$ cat src/rtl/core/bscpu_pkg.sv
// Package: opcodes and shared types of the teaching CPU execute block.
package bscpu_pkg;

    localparam int unsigned RF_DEPTH = 16;
    localparam int unsigned RF_AW    = 4;
    localparam int unsigned DW       = 8;

    // Opcode nibble values.
    localparam logic [3:0] OP_NOP      = 4'h0;
    localparam logic [3:0] OP_LOAD_MEM = 4'h1;
    localparam logic [3:0] OP_LOAD_IMM = 4'h2;
    localparam logic [3:0] OP_STORE    = 4'h3;
    localparam logic [3:0] OP_MOVE     = 4'h4;
    localparam logic [3:0] OP_ADD      = 4'h5;
    localparam logic [3:0] OP_FADD     = 4'h6;
    localparam logic [3:0] OP_OR       = 4'h7;
    localparam logic [3:0] OP_AND      = 4'h8;
    localparam logic [3:0] OP_XOR      = 4'h9;
    localparam logic [3:0] OP_ROR      = 4'hA;
    localparam logic [3:0] OP_JMP_EQ   = 4'hB;
    localparam logic [3:0] OP_HALT     = 4'hC;
    localparam logic [3:0] OP_LOAD_IND = 4'hD;
    localparam logic [3:0] OP_STOR_IND = 4'hE;
    localparam logic [3:0] OP_JMP_LE   = 4'hF;

    // Register zero is the comparison operand of both conditional jumps.
    localparam logic [RF_AW-1:0] REG_CMP = 4'h0;
    // Register fifteen is the output port.
    localparam logic [RF_AW-1:0] REG_OUT = 4'hF;

    // Register file write request.
    typedef struct packed {
        logic             en;
        logic [RF_AW-1:0] addr;
        logic [DW-1:0]    data;
    } rf_wr_t;

endpackage

$ cat src/rtl/core/bscpu_regfile.sv
// Register file: 16 bytes, two synchronous read ports, one write port, write-first.
module bscpu_regfile (
    input  logic                          aclk,
    input  logic                          aresetn,
    input  logic                          rd_en,
    input  logic [bscpu_pkg::RF_AW-1:0]   rd_addr_a,
    input  logic [bscpu_pkg::RF_AW-1:0]   rd_addr_b,
    output logic [bscpu_pkg::DW-1:0]      rd_data_a,
    output logic [bscpu_pkg::DW-1:0]      rd_data_b,
    input  bscpu_pkg::rf_wr_t             wr
);

    logic [bscpu_pkg::DW-1:0]       mem [bscpu_pkg::RF_DEPTH];
    logic [bscpu_pkg::RF_DEPTH-1:0] vld_reg;
    logic [bscpu_pkg::DW-1:0]       data_a_reg;
    logic [bscpu_pkg::DW-1:0]       data_b_reg;
    logic                           zero_a_reg;
    logic                           zero_b_reg;
    logic                           hit_a;
    logic                           hit_b;

    assign hit_a = wr.en && (wr.addr == rd_addr_a);
    assign hit_b = wr.en && (wr.addr == rd_addr_b);

    // An entry never written since reset reads as zero.
    always_ff @(posedge aclk) begin
        if (!aresetn) begin
            vld_reg <= '0;
        end else if (wr.en) begin
            vld_reg[wr.addr] <= 1'b1;
        end
    end

    always_ff @(posedge aclk) begin
        if (wr.en) begin
            mem[wr.addr] <= wr.data;
        end
    end

    // A read at the edge of a write to the same entry returns the new data.
    always_ff @(posedge aclk) begin
        if (rd_en) begin
            data_a_reg <= hit_a ? wr.data : mem[rd_addr_a];
            data_b_reg <= hit_b ? wr.data : mem[rd_addr_b];
            zero_a_reg <= !hit_a && !vld_reg[rd_addr_a];
            zero_b_reg <= !hit_b && !vld_reg[rd_addr_b];
        end
    end

    assign rd_data_a = zero_a_reg ? '0 : data_a_reg;
    assign rd_data_b = zero_b_reg ? '0 : data_b_reg;

endmodule

$ cat src/rtl/core/eight_bit_teaching_cpu_execute.sv
// Top level: execute unit of an 8-bit teaching CPU, one instruction per transfer.
//
// The s_ channel takes one instruction per transfer as four nibbles: s_op, s_reg_a,
// s_nib_x and s_nib_y. The m_ channel returns one result per instruction: the next
// program address, a halt flag and the value of register 15 (the output port).
// Each instruction moves through two stages. At the input transfer the register
// file (a two-port synchronous memory) is read. In stage one the ALU and
// jump logic run, the program address is updated and the data memory is read or
// written. In stage two a loaded or computed byte is written back and the
// result is loaded into the output register, which drives m_valid.
// A new instruction is taken only after the previous one has left stage one: the
// register-indirect load reads the register file and then the data memory, and
// the next instruction's register reads must line up with the previous write-back,
// which the register file forwards at the same edge.
// Reset clears the program address and the valid bits of the register file and of
// the data memory, so every register and every byte reads as zero until written;
// there is no clearing pass. When the receiver stalls, the result waits in the
// output register, one more instruction may finish into the second stage, and
// s_ready then stays low until the output register drains.
module eight_bit_teaching_cpu_execute #(
    parameter int unsigned MEM_DEPTH = 256
) (
    input  logic              aclk,
    input  logic              aresetn,
    input  logic              s_valid,
    output logic              s_ready,
    input  logic [3:0]        s_op,
    input  logic [3:0]        s_reg_a,
    input  logic [3:0]        s_nib_x,
    input  logic [3:0]        s_nib_y,
    output logic              m_valid,
    input  logic              m_ready,
    output logic [7:0]        m_next_address,
    output logic              m_halted,
    output logic signed [7:0] m_out_value
);

    localparam int unsigned ADDR_W = (MEM_DEPTH > 1) ? $clog2(MEM_DEPTH) : 1;

    // Byte address to memory index, folded modulo the memory depth.
    logic [ADDR_W-1:0] idx_tbl [256];
    for (genvar gi = 0; gi < 256; gi++) begin : g_idx
        assign idx_tbl[gi] = ADDR_W'(gi % MEM_DEPTH);
    end

    // Pipeline control.
    logic s1_valid_reg;
    logic s2_valid_reg;
    logic m_valid_reg;
    logic s2_go;
    logic accept;

    // Stage one: decoded instruction, register data arrives from the register file.
    logic [3:0] s1_op_reg;
    logic [3:0] s1_ra_reg;
    logic [3:0] s1_nx_reg;
    logic [3:0] s1_ny_reg;

    // Stage two: write-back and result fields.
    logic                    s2_wr_en_reg;
    logic [3:0]              s2_wr_addr_reg;
    logic [7:0]              s2_alu_reg;
    logic                    s2_load_reg;
    logic                    s2_halt_reg;
    logic [7:0]              s2_next_reg;

    // Architectural program address and output port shadow.
    logic [7:0] pc_reg;
    logic [7:0] r15_reg;

    // Output register.
    logic [7:0] out_addr_reg;
    logic       out_halt_reg;
    logic [7:0] out_val_reg;

    // Register file ports.
    logic [3:0]        rd_addr_a;
    logic [3:0]        rd_addr_b;
    logic [7:0]        val_a;
    logic [7:0]        val_b;
    bscpu_pkg::rf_wr_t rf_wr;

    // Data memory.
    logic [7:0]           dmem [MEM_DEPTH];
    logic [MEM_DEPTH-1:0] dvld_reg;
    logic [7:0]           dm_rd_reg;
    logic                 dm_vld_rd_reg;
    logic [7:0]           dm_data;

    // Stage one combinational results.
    logic [7:0]        xy;
    logic [7:0]        pc_next;
    logic [7:0]        alu;
    logic [15:0]       rot_w;
    logic              wr_en;
    logic [3:0]        wr_addr;
    logic              is_load;
    logic              is_store;
    logic [ADDR_W-1:0] mem_idx;
    logic [7:0]        wb_data;

    assign s2_go   = !m_valid_reg || m_ready;
    // Take an instruction only when stage two will not write back later than
    // this instruction's register read.
    assign s_ready = !s1_valid_reg && (!s2_valid_reg || s2_go);
    assign accept  = s_valid && s_ready;

    // Read-port selection by opcode.
    always_comb begin
        rd_addr_a = s_reg_a;
        rd_addr_b = s_nib_y;
        case (s_op)
            bscpu_pkg::OP_MOVE,
            bscpu_pkg::OP_ADD,
            bscpu_pkg::OP_OR,
            bscpu_pkg::OP_AND,
            bscpu_pkg::OP_XOR,
            bscpu_pkg::OP_STOR_IND: rd_addr_a = s_nib_x;
            bscpu_pkg::OP_JMP_EQ,
            bscpu_pkg::OP_JMP_LE:   rd_addr_b = bscpu_pkg::REG_CMP;
            default:                rd_addr_a = s_reg_a;
        endcase
    end

    bscpu_regfile u_regfile (
        .aclk      (aclk),
        .aresetn   (aresetn),
        .rd_en     (accept),
        .rd_addr_a (rd_addr_a),
        .rd_addr_b (rd_addr_b),
        .rd_data_a (val_a),
        .rd_data_b (val_b),
        .wr        (rf_wr)
    );

    // Stage one: execute.
    assign xy    = {s1_nx_reg, s1_ny_reg};
    assign rot_w = {val_a, val_a} >> s1_ny_reg[2:0];

    always_comb begin
        pc_next  = 8'(pc_reg + 8'd2);
        alu      = val_a;
        wr_en    = 1'b0;
        wr_addr  = s1_ra_reg;
        is_load  = 1'b0;
        is_store = 1'b0;
        mem_idx  = idx_tbl[xy];
        case (s1_op_reg)
            bscpu_pkg::OP_LOAD_MEM: begin
                wr_en   = 1'b1;
                is_load = 1'b1;
            end
            bscpu_pkg::OP_LOAD_IMM: begin
                wr_en = 1'b1;
                alu   = xy;
            end
            bscpu_pkg::OP_STORE: is_store = 1'b1;
            bscpu_pkg::OP_MOVE: begin
                wr_en   = 1'b1;
                wr_addr = s1_ny_reg;
            end
            bscpu_pkg::OP_ADD: begin
                wr_en = 1'b1;
                alu   = 8'(val_a + val_b);
            end
            bscpu_pkg::OP_OR: begin
                wr_en = 1'b1;
                alu   = val_a | val_b;
            end
            bscpu_pkg::OP_AND: begin
                wr_en = 1'b1;
                alu   = val_a & val_b;
            end
            bscpu_pkg::OP_XOR: begin
                wr_en = 1'b1;
                alu   = val_a ^ val_b;
            end
            bscpu_pkg::OP_ROR: begin
                wr_en = 1'b1;
                alu   = rot_w[7:0];
            end
            bscpu_pkg::OP_JMP_EQ: begin
                if (val_a == val_b) begin
                    pc_next = xy;
                end
            end
            bscpu_pkg::OP_JMP_LE: begin
                if ($signed(val_a) <= $signed(val_b)) begin
                    pc_next = xy;
                end
            end
            bscpu_pkg::OP_LOAD_IND: begin
                wr_en   = 1'b1;
                wr_addr = s1_nx_reg;
                is_load = 1'b1;
                mem_idx = idx_tbl[val_b];
            end
            bscpu_pkg::OP_STOR_IND: begin
                is_store = 1'b1;
                mem_idx  = idx_tbl[val_b];
            end
            default: wr_en = 1'b0;
        endcase
    end

    // Data memory: valid bits make every byte read as zero until it is written.
    always_ff @(posedge aclk) begin
        if (!aresetn) begin
            dvld_reg <= '0;
        end else if (s1_valid_reg && is_store) begin
            dvld_reg[mem_idx] <= 1'b1;
        end
    end

    always_ff @(posedge aclk) begin
        if (s1_valid_reg && is_store) begin
            dmem[mem_idx] <= val_a;
        end
    end

    always_ff @(posedge aclk) begin
        if (s1_valid_reg && is_load) begin
            dm_rd_reg     <= dmem[mem_idx];
            dm_vld_rd_reg <= dvld_reg[mem_idx];
        end
    end

    assign dm_data = dm_vld_rd_reg ? dm_rd_reg : 8'd0;

    // Stage two: write-back.
    assign wb_data    = s2_load_reg ? dm_data : s2_alu_reg;
    assign rf_wr.en   = s2_valid_reg && s2_go && s2_wr_en_reg;
    assign rf_wr.addr = s2_wr_addr_reg;
    assign rf_wr.data = wb_data;

    // Control state.
    always_ff @(posedge aclk) begin
        if (!aresetn) begin
            s1_valid_reg <= 1'b0;
            s2_valid_reg <= 1'b0;
            m_valid_reg  <= 1'b0;
            pc_reg       <= 8'd0;
            r15_reg      <= 8'd0;
        end else begin
            s1_valid_reg <= accept;
            if (s1_valid_reg) begin
                s2_valid_reg <= 1'b1;
                pc_reg       <= pc_next;
            end else if (s2_go) begin
                s2_valid_reg <= 1'b0;
            end
            if (s2_valid_reg && s2_go) begin
                m_valid_reg <= 1'b1;
            end else if (m_ready) begin
                m_valid_reg <= 1'b0;
            end
            if (rf_wr.en && (rf_wr.addr == bscpu_pkg::REG_OUT)) begin
                r15_reg <= wb_data;
            end
        end
    end

    // Payload registers.
    always_ff @(posedge aclk) begin
        if (accept) begin
            s1_op_reg <= s_op;
            s1_ra_reg <= s_reg_a;
            s1_nx_reg <= s_nib_x;
            s1_ny_reg <= s_nib_y;
        end
        if (s1_valid_reg) begin
            s2_wr_en_reg   <= wr_en;
            s2_wr_addr_reg <= wr_addr;
            s2_alu_reg     <= alu;
            s2_load_reg    <= is_load;
            s2_halt_reg    <= (s1_op_reg == bscpu_pkg::OP_HALT);
            s2_next_reg    <= pc_next;
        end
        if (s2_valid_reg && s2_go) begin
            out_addr_reg <= s2_next_reg;
            out_halt_reg <= s2_halt_reg;
            out_val_reg  <= (rf_wr.en && (rf_wr.addr == bscpu_pkg::REG_OUT)) ?
                            wb_data : r15_reg;
        end
    end

    assign m_valid        = m_valid_reg;
    assign m_next_address = out_addr_reg;
    assign m_halted       = out_halt_reg;
    assign m_out_value    = $signed(out_val_reg);

endmodule
$ cat config.mk
export PLATFORM = sky130hd
export DESIGN_NAME = eight_bit_teaching_cpu_execute
export DESIGN_NICKNAME = d
export VERILOG_FILES = /design/src/rtl/core/bscpu_pkg.sv /design/src/rtl/core/bscpu_regfile.sv /design/src/rtl/core/eight_bit_teaching_cpu_execute.sv
export SDC_FILE = /design/constraint.sdc
export NUM_CORES = 2
export LEC_CHECK = 0
export BUFFER_PORTS_ARGS = -buffer_cell sky130_fd_sc_hd__buf_2
export CORE_ASPECT_RATIO = 1.25
export CORE_UTILIZATION = 35
export CTS_CLUSTER_DIAMETER = 80
export DETAILED_ROUTE_END_ITERATION = 12
export HOLD_SLACK_MARGIN = 0.12
export PLACE_DENSITY = 0.56
export SYNTH_ARGS = -nofsm -noshare
export SYNTH_HDL_FRONTEND = slang
export SYNTH_SLANG_ARGS = --single-unit
$ cat constraint.sdc
create_clock -name aclk -period 7.1 [get_ports aclk]
set_clock_uncertainty 0.05 [all_clocks]
set_input_delay 1.065 -clock aclk [delete_from_list [all_inputs] [get_ports aclk]]
set_output_delay 1.065 -clock aclk [all_outputs]
set_load 0.1 [all_outputs]
==> reports/qor.yml <==
yosys:
  netlist_area_um2: 97400
  syn_avg_cell_area_um2: 15.7
  synth_enable_flop_cells: 2259
  synth_warnings: 0
  syn_nets: 6251
  synthCells: 6207
  ys_seq_elements: 2550
  ys_seq_area_frac: 0.756
  async_flop_share: 0
  synthDistinctLibCells: 65
  synth_top_area_frac: 0.697
  ys.flop_type: "edfxtp_1"
  synth_area_leaders: "edfxtp_1, a22oi_1, dfxtp_1, a21oi_1, o21a_1"
  yosysTopAreaCell: "edfxtp_1"
clocking:
  cts_tree: "built"
  clockBufferDepth: 4
  cts_setup_buffers: 0
  root_buffer: "clkbuf_16"
  cts_resized: 0
  htreeDepth: 4
  clk_latency_ns: 0.94
  cts_hold_buf: 0
  cts_buffers: 243
  cts_sinks: 2550
  clk_pin_slew_worst_paths_ns: 0.07
worst_setup_path:
  cp-startpoint: "s1_op_reg[0]"
  critical_path.max_fanout: 29
  crit_chain: "nand2b_1, a21oi_2, nor3_1, a31oi_4, buf_12, buf_4, a21oi_1, nor4_1, buf_4, o22ai_1, nor4_1, nand3_1"
  worstSetupEndpointType: "flip-flop"
  critPathLaunchType: "flip-flop"
  reg2reg_from: "s1_op_reg[0]"
  worst_path_max_delay_cell: "nor4_1"
  worst_ep_arrival_time_ns: 6.61
  crit_type: "flip-flop to flip-flop"
  reg2regPathDepth: 12
  r2r-end: "dm_rd_reg[3]"
  path_depth: 12
  r2r_slack_ns: 1.07
  cp_top_family: "simple AND/OR/NAND/NOR gates"
  crit_path_max_incr_delay_ns: 1.04
  endpoint: "dm_rd_reg[3]"
  required_ns: 7.68
  crit_buf_inv: 3
floorplanning:
  dieArea_um2: 280000
  ios: 39
  die_h_um: 592
  num_rows: 216
  fp.dieW_um: 474
  start_util: 0.352
  core_region_area_um2: 277000
grt:
  grt_pass1_vias: 57400
  track_usage: 0.202
  grt_max_degree: 143
  grt_first_pass_wirelength_um: 417000
  grt_overflow: 0
  antenna_found_initial: 3
timing:
  rsz0062_at_grt: "no"
  finalSetupTns_ns: 0
  finalCriticalPeriod_ns: 6.03
  slew_headroom: 0.109
  hold_viol: 0
  final-setup-viol-count: 0
  whs_ns: 0.331
  worst_pin_slew_ns: 1.31
  fmax_mhz: 166
  fin_crit_sh: 0.849
  fin_ws_ns: 1.07
  slew_violations: 0
final_layout:
  fillers: 25100
  largest_register_ffs: 2048
  seq_area_um2: 73700
  nNetsFinal: 6262
  finalNonFillerCells: 10100
  layout_commonest_cell: "edfxtp_1"
  fin_util: 0.399
  layout_common_cells: "edfxtp_1, a22oi_1, a21oi_1"
  drive_above_1_share: 0.120
  multi_input_area_um2: 21900
  final_area_um2: 110000
  syn_to_final_growth_pct: 13.3
placed_design:
  place.gp.congestion: 0.858
  pre_cts_ws_ns: 1.06
  place_inst: 9679
  hpwlAfterDp_um: 171000
  port_buffers: 38
  place_area_um2: 102000
drt:
  totalWireLength_um: 292000
  drtPass1Iterations: 6
  num_vias: 58700
  drt-initial-drc-count: 6851
  vias_per_cell: 5.80
  drc: 0
  final_antenna_net_count: 0
  routedWlPerCell_um: 28.8
power_and_ir_drop:
  leakage_nw: 34.2
  power.density_nw_per_um2: 287
  ir_drop_v: 0.000253
  p_total_mw: 31.7
run:
  drv_cap: 0
hold_path:
  hp-class: "primary input to flip-flop"
run_status:
  status: "finished, final reports clean"
synthesized netlist by cell type (all sizes together), types with 24 or more instances:
| master | number |
|---|---|
| a22o | 115 |
| nor2 | 316 |
| buf | 179 |
| mux2 | 48 |
| o21a | 276 |
| edfxtp | 2259 |
| o22ai | 117 |
| nand2b | 34 |
| nor2b | 31 |
| nand3 | 24 |
| a221oi | 119 |
| nor4 | 126 |
| a21oi | 527 |
| mux4 | 49 |
| clkbuf | 302 |
| inv | 33 |
| ha | 24 |
| nand2 | 91 |
| dfxtp | 291 |
| a22oi | 934 |
| mux2i | 37 |
| o21ai | 96 |
worst register-to-register path, stage by stage, from the launching register on:
cell	delay, ns
edfxtp_1	0.71
nand2b_1	0.33
a21oi_2	0.82
nor3_1	0.19
a31oi_4	0.75
buf_12	0.32
buf_4	0.33
a21oi_1	0.07
nor4_1	1.04
buf_4	0.25
o22ai_1	0.09
nor4_1	0.67
nand3_1	0.14
report_power, final:
group	leakage (nW)	switching, mW	internal, mW
clock network	3.87	5.62	7.34
registers	23.1	0.0374	16.4
logic	7.22	1.63	0.580
cells by family after synthesis:
group,synth area share
adder cells (fa/ha/maj),0.00308
AO/OA/AOI/OAI,0.162
buffers and inverters,0.0217
XOR/XNOR,0.00180
AND/OR/NAND/NOR,0.0335
multiplexers,0.0211
flip-flops,0.756
area by class of cell:
type,instances,share of cell area
tap,3706,0.0420
sequential,2550,0.668
timing repair buffer,247,0.0188
antenna,2,0.0000454
clock buffer,327,0.0608
multi-input combinational,3143,0.198
clock inverter,118,0.0103
inverter,33,0.00167
how the worst min path moves through the flow:
stage	to	cells past startpoint	slack (ns)	start
floorplan	m_halted	0	0.35	s2_halt_reg
global placement	m_next_address[7]	0	0.35	s2_next_reg[7]
detailed placement	m_next_address[3]	0	0.35	s2_next_reg[3]
CTS	s1_nx_reg[2]	1	0.30	s_nib_x[2]
global route	s1_nx_reg[2]	1	0.30	s_nib_x[2]
finish	s1_nx_reg[1]	1	0.33	s_nib_x[1]
per-layer routing:
layer,share of wire,GRT usage,vias to the layer above
li1,-,-,25200
met1,0.40,0.264,30500
met2,0.49,0.335,2515
met3,0.072,0.0314,511
met4,0.042,0.0814,0
met5,0,0,-
(Power assumes the default switching activity.)
